==> config.mk <==
export PLATFORM = sky130hd
export DESIGN_NAME = binary_to_radix_digits
export DESIGN_NICKNAME = d
export VERILOG_FILES = /design/src/design/brd_pkg.sv /design/src/design/brd_ctrl.sv /design/src/design/brd_dpath.sv /design/src/design/binary_to_radix_digits.sv
export SDC_FILE = /design/constraint.sdc
export NUM_CORES = 1
export LEC_CHECK = 0
export BUFFER_PORTS_ARGS = -buffer_cell sky130_fd_sc_hd__buf_4
export CAP_MARGIN = 20
export CORE_UTILIZATION = 60
export CTS_CLUSTER_SIZE = 24
export DETAILED_ROUTE_END_ITERATION = 8
export HOLD_SLACK_MARGIN = 0.15
export PLACE_DENSITY = 0.8
export SYNTH_ARGS = -nofsm -noshare
export SYNTH_HDL_FRONTEND = slang
export SYNTH_SLANG_ARGS = --single-unit
==> constraint.sdc <==
create_clock -name clk -period 11.7 [get_ports clk]
set_input_delay 2.34 -clock clk [delete_from_list [all_inputs] [get_ports clk]]
set_output_delay 2.34 -clock clk [all_outputs]
set_load 0.02 [all_outputs]
==> src/design/brd_pkg.sv <==
// ----------------------------------------------------------------------------
// brd_pkg: shared definitions for the radix digit converter
// Widths, codes, controller/datapath interface types, digit-to-ASCII mapping.
// ----------------------------------------------------------------------------
package brd_pkg;

    // Fixed field widths
    localparam int VALUE_PORT_W = 64;
    localparam int RADIX_W      = 6;
    localparam int DIGIT_W      = 6;
    localparam int CHAR_W       = 7;

    // Parameter defaults
    localparam int VALUE_WIDTH_DEF = 64;
    localparam int DIGIT_SLOTS_DEF = 64;

    // Base limits and reset base
    localparam logic [RADIX_W-1:0] RADIX_MIN   = 6'd2;
    localparam logic [RADIX_W-1:0] RADIX_MAX   = 6'd36;
    localparam logic [RADIX_W-1:0] RADIX_RESET = 6'd10;

    // ASCII mapping
    localparam logic [DIGIT_W-1:0] DEC_DIGITS     = 6'd10;
    localparam logic [CHAR_W-1:0]  CHAR_ZERO      = 7'd48;  // '0'
    localparam logic [CHAR_W-1:0]  CHAR_A_OFFSET  = 7'd87;  // 'a' - 10
    localparam logic [CHAR_W-1:0]  CHAR_BAD       = 7'd0;

    // Commands from controller to datapath
    typedef struct packed {
        logic start;       // load value, clear write pointer and digit count
        logic div_step;    // one restoring division bit
        logic rd_issue;    // read digit store at read pointer
        logic load_bad;    // load bad-base item into output register
        logic load_digit;  // load next digit item into output register
    } brd_cmd_t;

    // Status from datapath to controller
    typedef struct packed {
        logic radix_bad;   // configured base outside 2..36
        logic div_done;    // current step finishes one digit
        logic quot_zero;   // quotient after this step is zero
        logic out_free;    // output register can take an item this cycle
        logic last_digit;  // next emitted digit is the final one
    } brd_stat_t;

    // Digit value to ASCII character
    function automatic logic [CHAR_W-1:0] digit_char(input logic [DIGIT_W-1:0] d);
        logic [CHAR_W-1:0] dx;
        dx = {1'b0, d};
        if (d < DEC_DIGITS)
            digit_char = CHAR_ZERO + dx;
        else if (d < RADIX_MAX)
            digit_char = CHAR_A_OFFSET + dx;
        else
            digit_char = CHAR_BAD;
    endfunction

endpackage

==> src/design/brd_ctrl.sv <==
// ----------------------------------------------------------------------------
// brd_ctrl: conversion sequencer
// Steps the divider until the quotient reaches zero, then emits stored digits; a bad base gives one bad-base item.
// ----------------------------------------------------------------------------
module brd_ctrl (
    input  logic              clk,
    input  logic              rst_n,
    input  logic              in_valid,
    output logic              in_ready,
    input  brd_pkg::brd_stat_t stat,
    output brd_pkg::brd_cmd_t  cmd
);
    import brd_pkg::*;

    typedef enum logic [4:0] {
        S_IDLE = 5'b00001,
        S_ERR  = 5'b00010,
        S_DIV  = 5'b00100,
        S_RD   = 5'b01000,
        S_OUT  = 5'b10000
    } state_t;

    state_t state_reg;
    state_t state_next;

    // Next state and commands
    always_comb
    begin
        state_next = state_reg;
        cmd        = '0;
        in_ready   = 1'b0;
        case (state_reg)
            S_IDLE:
            begin
                in_ready = 1'b1;
                if (in_valid)
                begin
                    if (stat.radix_bad)
                        state_next = S_ERR;
                    else
                    begin
                        cmd.start  = 1'b1;
                        state_next = S_DIV;
                    end
                end
            end
            S_ERR:
            begin
                if (stat.out_free)
                begin
                    cmd.load_bad = 1'b1;
                    state_next   = S_IDLE;
                end
            end
            S_DIV:
            begin
                cmd.div_step = 1'b1;
                if (stat.div_done && stat.quot_zero)
                    state_next = S_RD;
            end
            S_RD:
            begin
                cmd.rd_issue = 1'b1;
                state_next   = S_OUT;
            end
            S_OUT:
            begin
                if (stat.out_free)
                begin
                    cmd.load_digit = 1'b1;
                    state_next     = stat.last_digit ? S_IDLE : S_RD;
                end
            end
            default:
            begin
                state_next = S_IDLE;
            end
        endcase
    end

    // State register
    always_ff @(posedge clk or negedge rst_n)
    begin
        if (!rst_n)
            state_reg <= S_IDLE;
        else
            state_reg <= state_next;
    end

endmodule

==> src/design/brd_dpath.sv <==
// ----------------------------------------------------------------------------
// brd_dpath: divider, digit store and output register
// Radix-2 restoring division by the base, circular digit store, item output.
// ----------------------------------------------------------------------------
module brd_dpath #(
    parameter int VALUE_WIDTH = brd_pkg::VALUE_WIDTH_DEF,
    parameter int DIGIT_SLOTS = brd_pkg::DIGIT_SLOTS_DEF
) (
    input  logic                              clk,
    input  logic                              rst_n,
    input  logic [brd_pkg::VALUE_PORT_W-1:0]  value,
    input  logic                              cfg_valid,
    input  logic [brd_pkg::RADIX_W-1:0]       radix,
    input  logic                              out_ready,
    output logic                              out_valid,
    output logic [brd_pkg::CHAR_W-1:0]        char_code,
    output logic                              last,
    output logic                              bad_radix,
    input  brd_pkg::brd_cmd_t                 cmd,
    output brd_pkg::brd_stat_t                stat
);
    import brd_pkg::*;

    localparam int BW = $clog2(VALUE_WIDTH);
    localparam int AW = $clog2(DIGIT_SLOTS);
    localparam int CW = $clog2(DIGIT_SLOTS + 1);
    localparam logic [BW-1:0] BIT_LAST  = BW'(VALUE_WIDTH - 1);
    localparam logic [AW-1:0] SLOT_LAST = AW'(DIGIT_SLOTS - 1);
    localparam logic [CW-1:0] SLOT_FULL = CW'(DIGIT_SLOTS);
    localparam logic [CW-1:0] ONE_LEFT  = CW'(1);

    logic [RADIX_W-1:0]     radix_reg, radix_next;
    logic [VALUE_WIDTH-1:0] quot_reg, quot_next;
    logic [DIGIT_W-1:0]     rem_reg, rem_next;
    logic [BW-1:0]          bit_cnt_reg, bit_cnt_next;
    logic [AW-1:0]          wp_reg, wp_next;
    logic [AW-1:0]          rp_reg, rp_next;
    logic [CW-1:0]          cnt_reg, cnt_next;
    logic [CW-1:0]          left_reg, left_next;
    logic [DIGIT_W-1:0]     rd_data_reg;
    logic [CHAR_W-1:0]      char_reg, char_next;
    logic                   last_reg, last_next;
    logic                   bad_reg, bad_next;
    logic                   out_valid_reg, out_valid_next;

    logic [DIGIT_W-1:0]     digit_mem [DIGIT_SLOTS];

    logic [DIGIT_W:0]       trial;
    logic                   ge;
    logic [DIGIT_W-1:0]     rem_step;
    logic [VALUE_WIDTH-1:0] quot_step;
    logic                   div_done;
    logic                   mem_we;
    logic [AW-1:0]          wp_inc;
    logic [AW-1:0]          rp_dec;
    logic [CW-1:0]          cnt_inc;

    // One restoring division bit
    always_comb
    begin
        trial     = {rem_reg, quot_reg[VALUE_WIDTH-1]};
        ge        = trial >= {1'b0, radix_reg};
        rem_step  = ge ? DIGIT_W'(trial - {1'b0, radix_reg}) : trial[DIGIT_W-1:0];
        quot_step = {quot_reg[VALUE_WIDTH-2:0], ge};
        div_done  = bit_cnt_reg == BIT_LAST;
        mem_we    = cmd.div_step && div_done;
    end

    // Pointer arithmetic, wrapping at the slot count
    always_comb
    begin
        wp_inc  = (wp_reg == SLOT_LAST) ? '0 : wp_reg + 1'b1;
        rp_dec  = (rp_reg == '0) ? SLOT_LAST : rp_reg - 1'b1;
        cnt_inc = (cnt_reg == SLOT_FULL) ? cnt_reg : cnt_reg + 1'b1;
    end

    // Next values
    always_comb
    begin
        radix_next     = radix_reg;
        quot_next      = quot_reg;
        rem_next       = rem_reg;
        bit_cnt_next   = bit_cnt_reg;
        wp_next        = wp_reg;
        rp_next        = rp_reg;
        cnt_next       = cnt_reg;
        left_next      = left_reg;
        char_next      = char_reg;
        last_next      = last_reg;
        bad_next       = bad_reg;
        out_valid_next = out_valid_reg && !out_ready;

        if (cfg_valid)
            radix_next = radix;

        if (cmd.start)
        begin
            quot_next    = value[VALUE_WIDTH-1:0];
            rem_next     = '0;
            bit_cnt_next = '0;
            wp_next      = '0;
            cnt_next     = '0;
        end

        if (cmd.div_step)
        begin
            quot_next = quot_step;
            if (div_done)
            begin
                // digit complete: store it, restart for the next one
                rem_next     = '0;
                bit_cnt_next = '0;
                wp_next      = wp_inc;
                rp_next      = wp_reg;
                cnt_next     = cnt_inc;
                left_next    = cnt_inc;
            end
            else
            begin
                rem_next     = rem_step;
                bit_cnt_next = bit_cnt_reg + 1'b1;
            end
        end

        // Emission walks back from the most significant digit
        if (cmd.load_digit)
        begin
            rp_next        = rp_dec;
            left_next      = left_reg - 1'b1;
            char_next      = digit_char(rd_data_reg);
            last_next      = left_reg == ONE_LEFT;
            bad_next       = 1'b0;
            out_valid_next = 1'b1;
        end

        if (cmd.load_bad)
        begin
            char_next      = CHAR_BAD;
            last_next      = 1'b1;
            bad_next       = 1'b1;
            out_valid_next = 1'b1;
        end
    end

    // Control and config registers
    always_ff @(posedge clk or negedge rst_n)
    begin
        if (!rst_n)
        begin
            radix_reg     <= RADIX_RESET;
            quot_reg      <= '0;
            rem_reg       <= '0;
            bit_cnt_reg   <= '0;
            wp_reg        <= '0;
            rp_reg        <= '0;
            cnt_reg       <= '0;
            left_reg      <= '0;
            out_valid_reg <= 1'b0;
        end
        else
        begin
            radix_reg     <= radix_next;
            quot_reg      <= quot_next;
            rem_reg       <= rem_next;
            bit_cnt_reg   <= bit_cnt_next;
            wp_reg        <= wp_next;
            rp_reg        <= rp_next;
            cnt_reg       <= cnt_next;
            left_reg      <= left_next;
            out_valid_reg <= out_valid_next;
        end
    end

    // Output payload
    always_ff @(posedge clk)
    begin
        char_reg <= char_next;
        last_reg <= last_next;
        bad_reg  <= bad_next;
    end

    // Digit store: one write port, one registered read port
    always_ff @(posedge clk)
    begin
        if (mem_we)
            digit_mem[wp_reg] <= rem_step;
        if (cmd.rd_issue)
            rd_data_reg <= digit_mem[rp_reg];
    end

    // Status
    always_comb
    begin
        stat.radix_bad  = (radix_reg < RADIX_MIN) || (radix_reg > RADIX_MAX);
        stat.div_done   = div_done;
        stat.quot_zero  = quot_step == '0;
        stat.out_free   = !out_valid_reg || out_ready;
        stat.last_digit = left_reg == ONE_LEFT;
    end

    assign out_valid = out_valid_reg;
    assign char_code = char_reg;
    assign last      = last_reg;
    assign bad_radix = bad_reg;

endmodule

==> src/design/binary_to_radix_digits.sv <==
// Sequence: the divider produces the digits in turn, then each stored digit is
//   read (S_RD) and loaded into the output register (S_OUT) once the output is free.
// Throughput: one item at a time; the one-bit-per-cycle divider sets the rate.
// A bad base gives its single item through the S_ERR state and the output register.
// Reset (async, active low): controller idle, base 10, output empty;
//   the digit store is not cleared.
// ----------------------------------------------------------------------------
// binary_to_radix_digits: unsigned value to ASCII digits in a configured base
// Emits digits most significant first, last flag on the final one.
// ----------------------------------------------------------------------------
module binary_to_radix_digits #(
    parameter int VALUE_WIDTH = brd_pkg::VALUE_WIDTH_DEF,
    parameter int DIGIT_SLOTS = brd_pkg::DIGIT_SLOTS_DEF
) (
    input  logic                              clk,
    input  logic                              rst_n,
    input  logic                              cfg_valid,
    output logic                              cfg_ready,
    input  logic [brd_pkg::RADIX_W-1:0]       radix,
    input  logic                              in_valid,
    output logic                              in_ready,
    input  logic [brd_pkg::VALUE_PORT_W-1:0]  value,
    output logic                              out_valid,
    input  logic                              out_ready,
    output logic [brd_pkg::CHAR_W-1:0]        char_code,
    output logic                              last,
    output logic                              bad_radix
);
    import brd_pkg::*;

    brd_cmd_t  cmd;
    brd_stat_t stat;

    // Base register is always writable
    assign cfg_ready = 1'b1;

    brd_ctrl u_ctrl (
        .clk      (clk),
        .rst_n    (rst_n),
        .in_valid (in_valid),
        .in_ready (in_ready),
        .stat     (stat),
        .cmd      (cmd)
    );

    brd_dpath #(
        .VALUE_WIDTH (VALUE_WIDTH),
        .DIGIT_SLOTS (DIGIT_SLOTS)
    ) u_dpath (
        .clk       (clk),
        .rst_n     (rst_n),
        .value     (value),
        .cfg_valid (cfg_valid),
        .radix     (radix),
        .out_ready (out_ready),
        .out_valid (out_valid),
        .char_code (char_code),
        .last      (last),
        .bad_radix (bad_radix),
        .cmd       (cmd),
        .stat      (stat)
    );

endmodule

# Yosys cells after proc, flatten, opt, wreduce, memory -nomap -nowiden
# Memories as Yosys holds them, arrays and structs flattened. A register that Yosys moved wholly into a read port is not among the register bits.
# Index checks and enable logic that the tools add are counted.
# totals
register_bits,123
latch_bits,0
ram_bits,384
romBits,0
inputBits,75
elab_cells,99
mem_count,1
# classes
addsub,8
multipliers,0
n_div,0
magnitude_cmp,5
n_eq_ne,13
n_shift,0
mux,45
bitwise_logic,0
n_reduce_logical,14
# mem_list
memory,depth,width,rd,rd_ports_with_merged_regs,write_ports,line_no,text
u_dpath.digit_mem,64,6,1,1,1,brd_dpath.sv:46,logic [DIGIT_W-1:0] digit_mem [DIGIT_SLOTS];
# ops
operator,count
$mux 64,2
$mux 6,14
$logic_not 64->1,1
$mux 7,9
$pmux 5 s5,1
$mux 5,4
$mux 1,13
$add 6x1->6 const B,2
$eq 6x6->1 const B,2
$add 6x6->7 const A,1
$add 7x1->7 const B,1
$add 7x6->7 const A,1
$eq 7x1->1 const B,1
$eq 7x7->1 const B,1
$ge 7x6->1,1
$sub 7x1->7 const B,1
$gt 6x6->1 const B,1
$logic_not 6->1,1
$lt 6x2->1 const B,1
$lt 6x4->1 const B,1
$lt 6x6->1 const B,1
$ne 2x2->1 const B,3
$reduce_bool 2->1,3
$sub 6x1->6 const B,1
other kinds (14),18

# Longest topological paths before layout
# Gate-level depths: netlist of run 1.
# logic_depth
word_depth,8
depth_mapped,11
depth_no_buf,8

# Modules after synthesis
# A second synthesis of run 1 with hierarchy kept.
# hier_totals
cells_unflattened,1418
hier_area_um2,21709.6
# by_module_without_submodules
mod,n_inst,cells_each,area_each_um2,seq_area_each_um2
brd_dpath,1,1374,21350.5,14621.5
brd_ctrl,1,42,347.8,126.4
binary_to_radix_digits,1,2,11.3,0.0

# Worst setup path after synthesis of run 1
# OpenSTA, ideal clock, no wires.
# synth_path
kind,register -> register
startpoint,register u_dpath.radix_reg[1]
endpoint,memory u_dpath.digit_mem[0][0] (data pin)
setup_time_ns,0.571
t_arrival_ns,3.552
required_time_ns,11.129
path_slack_ns,7.576
path_stages_with_launch,8
n_path_buf,1
path_cell_list,dfstp_2 -> inv_1 -> ha_1 -> a21o_1 -> a21oi_1 -> o21ai_0 -> clkbuf_1 -> mux2i_1
# synth_between
elab_chain_len,2
# synth_lines
item,line_no,text
from (decl),brd_dpath.sv:32,"logic [RADIX_W-1:0] radix_reg, radix_next;"
from (signal assigned),brd_dpath.sv:162,radix_reg <= radix_next;
$ge 7x6->1,brd_dpath.sv:62,"ge = trial >= {1'b0, radix_reg};"
$mux 6,brd_dpath.sv:63,"rem_step = ge ? DIGIT_W'(trial - {1'b0, radix_reg}) : trial[DIGIT_W-1:0];"
via u_dpath.rem_step[0],brd_dpath.sv:50,logic [DIGIT_W-1:0] rem_step;
to (decl),brd_dpath.sv:46,
# The timed path passes the listed nets, and every way through them passes these cells.

# Worst setup path after layout of run 1
# layout_path
startpoint,register u_ctrl.state_reg[3]
endpoint,output in_ready
# layout_between
elab_chain_len,2
# layout_lines
item,line_no,text
from (decl),brd_ctrl.sv:23,state_t state_reg;
from (signal assigned),brd_ctrl.sv:87,state_reg <= state_next;
$eq 5x1->1,brd_ctrl.sv:32,case (state_reg)
$mux 1,brd_ctrl.sv:32,
to (decl),binary_to_radix_digits.sv:21,"output logic in_ready,"
# No other way between the ends.

==> results of run 1 <==
synth_stat cells, types with 3 or more instances:
cell,n,share of area
and3_1,4,0.0012
nor3_1,12,0.0028
a21oi_1,25,0.0058
mux4_2,102,0.11
o21ai_0,95,0.022
a31oi_1,4,0.0012
a22oi_1,20,0.0069
dfrtp_1,111,0.13
nand3_1,22,0.0051
nand3b_1,12,0.0042
or3b_2,3,0.0012
or3_1,6,0.0017
dfxtp_1,9,0.0083
o22ai_1,3,0.00087
xor2_1,6,0.0024
a21o_1,6,0.0021
dfstp_2,3,0.0036
o211ai_1,7,0.0024
buf_1,9,0.0016
nand2b_1,8,0.0023
nand2_1,113,0.020
xnor2_1,6,0.0024
a211oi_1,6,0.0021
a21boi_0,7,0.0024
edfxtp_1,390,0.54
ha_1,18,0.010
buf_4,7,0.0024
nor2b_1,6,0.0017
mux2_2,6,0.0031
clkbuf_1,36,0.0062
o221ai_1,8,0.0032
o21ai_1,13,0.0030
nor2_1,109,0.019
buf_2,23,0.0053
mux2i_1,79,0.036
inv_1,23,0.0040
nor4_1,18,0.0052
a22o_1,6,0.0024
nand4_1,8,0.0023
worst max-delay path, cell delays in order (launching register included):
cell and delay [ns]:
dfrtp_1 0.42, nor2_1 0.25, nand3_1 0.24, inv_1 0.13, buf_4 0.15
metrics by stage:
stage | setup WS (ns) | area (um2)
finish | 7.59 | 24400
global route | 7.49 | 24400
CTS | 7.60 | 24200
detailed placement | 7.30 | 22700
global placement | 7.35 | 22700
floorplan | 7.58 | 21700
cell usage in the layout (no fill, tap or decap), drive strengths merged, types with 8 or more instances in the layout:
cell type | netlist | layout
nor4 | 19 | 19
dfxtp | 9 | 9
inv | 23 | 25
mux4 | 102 | 102
nand3 | 22 | 22
a22oi | 20 | 20
mux2i | 79 | 79
dfrtp | 111 | 111
clkbuf | 36 | 62
edfxtp | 390 | 390
nor3 | 12 | 12
nand4 | 10 | 10
nand2b | 8 | 8
nand2 | 115 | 115
buf | 41 | 105
o21ai | 108 | 108
nand3b | 12 | 12
o221ai | 8 | 8
clkinv | 0 | 18
a21oi | 25 | 25
nor2 | 112 | 112
ha | 18 | 18
power breakdown:
part	switching, mW	internal, mW
clock	0.668	0.891
combinational	0.603	0.287
sequential	0.122	2.43
total	1.39	3.61
area by class of cell:
class | count | area [um2]
multi-input combinational | 778 | 6520
clock buffer | 61 | 1360
sequential | 513 | 14800
clock inverter | 24 | 209
inverter | 23 | 86.3
tap | 461 | 577
timing repair buffer | 106 | 893
fill | 2243 | 11200
cells by family after synthesis:
family / after synthesis
other: 1
muxes: 187
adders and majority gates: 19
AOI/OAI and AO/OA: 219
xor gates and xnor gates: 12
and+or+nand+nor: 340
DFF: 513
buffers and inverters: 100
per-layer routing:
metal / up-vias / wire length, um / share of wire / track usage
met4: 0 / 1590 / 0.034 / 0.103
met3: 117 / 4120 / 0.087 / 0.0543
met1: 6348 / 18800 / 0.40 / 0.368
li1: 5570 / - / - / -
met2: 668 / 22600 / 0.48 / 0.409
met5: - / 0 / 0 / 0
worst paths after layout:
path	from	end	slack, ns	cells past startpoint
worst max-delay path	u_ctrl.state_reg[3]	in_ready	7.59	4
worst min-delay path	u_dpath.bad_radix	u_dpath.bad_radix	0.46	1
worst max register to register	u_ctrl.state_reg[1]	u_dpath.digit_mem[50][1]	8.30	5
worst min register to register	u_dpath.bad_radix	u_dpath.bad_radix	0.46	1
max in group asynchronous	rst_n	u_dpath.quot_reg[32]	8.65	2
min in group asynchronous	rst_n	u_dpath.radix_reg[5]	1.80	1
==> qor.yml, run 1 <==
run_status:
  status: "completed"
synth:
  synth_top_family_by_area: "multiplexers"
  ys_seq_area_frac: 0.681
  yosys-mux-area-fraction: 0.146
  yosys.area_share.xor_xnor: 0.00485
  synth.net_count: 1485
  synthSimpleGateAreaFrac: 0.0747
  synth-seq-cells: 513
  synth_cell_type_count: 69
  syn_inst: 1391
  ys_async_sr_fraction: 0.222
  avgSynthCellArea_um2: 15.6
  synth_edf_count: 390
  ys_warn_count: 0
  synth_compound_area_frac: 0.0622
  synth_area_um2: 21700
  ys.flop_type: "edfxtp_1"
  synth_fa_ha_area_frac: 0.0113
timing:
  fmax_mhz: 243
  skew_ns: 0.0318
  hold_viol: 0
  hold_slack_ns: 0.459
  maxSlewHeadroom: 0.286
  setup_viol: 0
  report.final.slew_viol_count: 0
  rsz0062_at_grt: "no"
  fin_tns_setup_ns: 0
  period_minus_slack_ns: 4.11
  tightest_slew_ns: 1.07
  timing.final.crit_share: 0.351
grt:
  gr-total-overflow: 0
  antenna_found_initial: 0
  grt_pass1_vias: 12600
  grt_max_degree: 137
  grt_pass1_wl_um: 72000
  grt_usage: 0.263
floorplanning:
  die_w_um: 192
  die-area_um2: 36900
  coreArea_um2: 35600
  die_y_um: 192
  rows: 69
  io_pins: 87
  start_util: 0.609
cells_and_area:
  antenna_cells_inserted: 0
  drive_above_1_share: 0.207
  largest_reg_flops: 384
  fin_cells: 1966
  area_growth_syn_to_layout_pct: 12.6
  fin_util: 0.686
  fin_nets: 1566
power_and_ir_drop:
  p_per_area_nw_per_um2: 205
  p_total_mw: 5.00
  vdd.ir_drop.worst_uv: 192
  leakage_nw: 8.54
drt:
  wl_per_cell_um: 24.0
  ant_nets: 0
  drt_pass1_iterations: 7
  via_count: 12700
  drt_iter0_markers: 1405
  drc: 0
  finalWirelength_um: 47100
  viasPerCell: 6.46
run:
  drv_cap: 0
critical_path:
  critPathKind: "reg2out"
  crit_path_max_fanout: 5
  required_ns: 9.36
  critPathArrivalTime_ns: 1.77
  cp-start-kind: "flip-flop"
  cp-end-kind: "output pin"
placement:
  dp_cells: 1874
  hpwl_um: 28000
  gp_congestion: 0.860
  portBuffers: 85
clocking:
  cts_tree: "yes"
  ctsResizeCount: 0
  clk_pin_slew_ns: 0.06
  cts.path.max_buffers: 3
  hold_buffers: 0
  cts_sinks: 513
  insertion_delay_ns: 0.60
  cts.htree.levels: 2
  clock-root-buffer: "clkbuf_16"
  numCtsBuffers: 50
  cts_setup_buffers: 0
min_path:
  min_path_type: "reg2reg"
(Power assumes the default switching activity.)
==> inputs of run 2 (changes only) <==
- ABC_AREA: unset -> 1
- clock period: 11.7 -> 4.3 ns (I/O delays scaled with it)
==> run 2 against run 1 <==
Effect of this change:
- global-route usage up 1.8 points
- clock skew down 0.017 ns
- setup slack lost 6.4 ns
- core utilization shrank 1.1 points
- synthesized cell count increased by 64%
- critical path type is now reg2reg
- wire length up 14%
- synthesized area is 5.4% higher
==> qor.yml, run 2 <==
power_and_ir_drop:
  vdd.ir_drop.worst_uv: 406
  power.share.clock: 0.220
  swShare: 0.398
  leakage_nw: 10.2
  p_per_area_nw_per_um2: 747
  combPwrFrac: 0.375
  switchingPower_mw: 7.53
  p_int_mw: 11.4
  seq_power_share: 0.405
critical_path:
  reg2reg_depth: 7
  cp_slowest_cell: "nor2_1"
  max_stage_delay_ns: 0.63
  crit_chain: "ha_1 > nand3_1 > nor2_1 > nand2_1 > nor2_2 > nand4_2 > nor2_1"
  crit_path_max_fanout: 11
  cp-end-kind: "flip-flop"
  critPathKind: "reg2reg"
  cpMostUsedCell: "nor2_1"
  critPathArrivalTime_ns: 3.32
  cp-start-kind: "flip-flop"
  required_ns: 4.52
grt:
  gr-total-overflow: 0
  grt_pass1_wl_um: 83500
  grt_usage: 0.281
  grt_pass1_vias: 15900
  antenna_found_initial: 0
  grt_max_degree: 194
timing:
  fmax_mhz: 322
  skew_ns: 0.0152
  rsz0062_at_grt: "no"
  tightest_slew_ns: 1.03
  report.final.slew_viol_count: 0
  hold_viol: 0
  maxSlewHeadroom: 0.316
  period_minus_slack_ns: 3.11
  setup_viol: 0
  timing.final.crit_share: 0.723
  fin_tns_setup_ns: 0
cells_and_area:
  fin_nets: 2429
  drive_above_1_share: 0.100
  fin_util: 0.675
  seq_area_um2: 14800
  largest_reg_flops: 384
  nFillCells: 2780
  multi_input_area_um2: 6940
  fin_cells: 2888
  final_area_um2: 25400
  mostFrequentLayoutCells: "nand2_1, edfxtp_1, nand3_1, nor2_1, o21ai_0"
  antenna_cells_inserted: 0
  area_growth_syn_to_layout_pct: 11.0
  layout_commonest_cell: "nand2_1"
synth:
  synth_most_common_cell: "nand2_1"
  synth.net_count: 2381
  synth_fa_ha_area_frac: 0.0107
  yosys-top-cells-area: "edfxtp_1, nand2_1, dfrtp_1"
  ys_async_sr_fraction: 0.222
  ys_warn_count: 0
  syn_inst: 2287
  avgSynthCellArea_um2: 9.99
  synth_edf_count: 390
  synth_area_um2: 22800
  netlist.area_leader.share: 0.513
  yosysTopAreaCell: "edfxtp_1"
  yosys-mux-area-fraction: 0
  synth_compound_area_frac: 0.0719
  synth_cell_type_count: 46
  synth-seq-cells: 513
  ys_top_cells_by_count: "nand2_1, edfxtp_1, nand3_1"
  synthSimpleGateAreaFrac: 0.214
  yosys.area_share.xor_xnor: 0.00652
  synth_top_family_by_area: "simple AND/OR/NAND/NOR gates"
  ys.flop_type: "edfxtp_1"
  ys_seq_area_frac: 0.646
floorplanning:
  start_util: 0.608
  die_y_um: 197
  io_pins: 87
  die-area_um2: 38900
  die_w_um: 197
  rows: 71
  coreArea_um2: 37600
placement:
  gp_congestion: 1.01
  dp_cells: 2792
  portBuffers: 85
  hpwl_um: 34000
  postPlaceCellArea_um2: 23800
drt:
  viasPerCell: 5.74
  drt_iter0_markers: 1828
  ant_nets: 0
  via_count: 16600
  drt_pass1_iterations: 5
  drc: 0
  wl_per_cell_um: 18.6
  finalWirelength_um: 53600
clocking:
  cts.path.max_buffers: 3
  insertion_delay_ns: 0.59
  numCtsBuffers: 50
  cts_sinks: 513
  cts_setup_buffers: 0
  cts.htree.levels: 2
  cts_tree: "yes"
  clk_pin_slew_ns: 0.06
  hold_buffers: 0
  ctsResizeCount: 0
  clock-root-buffer: "clkbuf_16"
min_path:
  min_path_type: "in2async"
run:
  drv_cap: 0
run_status:
  status: "completed"
## run 2: worst max-delay path: cells and delay by family (launching register included)
kind	cells	cell delay (ns)
AND/OR/NAND/NOR	6	2.13
adder cells (fa/ha/maj)	1	0.21
flip-flops	1	0.39
## run 2: through the flow
step / hold slack, ns / total power [mW] / setup slack (ns)
5_1_grt: 0.491 / 19.9 / 1.03
4_1_cts: 0.456 / 18.9 / 1.22
6_report: 0.440 / 18.9 / 1.19
2_1_floorplan: 0.464 / 12.3 / 1.67
3_5_place_dp: 0.439 / 14.7 / 1.32
3_3_place_gp: 0.436 / 14.5 / 1.36
## run 2: cell type report
cell class / instances / share of cell area
Multi-Input combinational cell: 1506 / 0.274
Clock inverter: 26 / 0.00740
Tap cell: 511 / 0.0252
Inverter: 152 / 0.0228
Clock buffer: 68 / 0.0536
Timing Repair Buffer: 112 / 0.0356
Sequential cell: 513 / 0.582
## run 2: path summary, 6_finish.rpt
check	from	to	slack (ns)
worst min register to register	u_dpath.bad_radix	u_dpath.bad_radix	0.46
worst max-delay path	u_dpath.bit_cnt_reg[0]	u_dpath.digit_mem[44][1]	1.19
min in group clk	u_dpath.bad_radix	u_dpath.bad_radix	0.46
worst min-delay path	rst_n	u_dpath.quot_reg[4]	0.44
max in group asynchronous	rst_n	u_dpath.rp_reg[0]	3.07
worst max register to register	u_dpath.bit_cnt_reg[0]	u_dpath.digit_mem[44][1]	1.19
## run 2: logic make-up (layout without fill, tap and decap cells)
logic type	after synthesis	after routing
simple gates	1171	1171
flops	513	513
compound gates	298	298
buf+inv	268	358
fa+ha+maj	19	19
xor+xnor	17	17
other cells	1	1
## run 2: layer usage
metal / GRT usage / vias to the layer above / wire [um]
li1: - / 7801 / -
met1: 0.372 / 7908 / 21300
met2: 0.462 / 715 / 26000
met3: 0.0417 / 144 / 4050
met4: 0.129 / 0 / 2220
met5: 0 / - / 0
## run 2: power by group through the flow
stage	registers [mW]	logic, mW	clock network (mW)
after global routing	7.73	7.83	4.38
after global placement	7.73	6.73	0
after detailed placement	7.76	6.97	0
after CTS	7.66	7.01	4.20
after floorplan	7.69	4.65	0
final	7.67	7.10	4.17
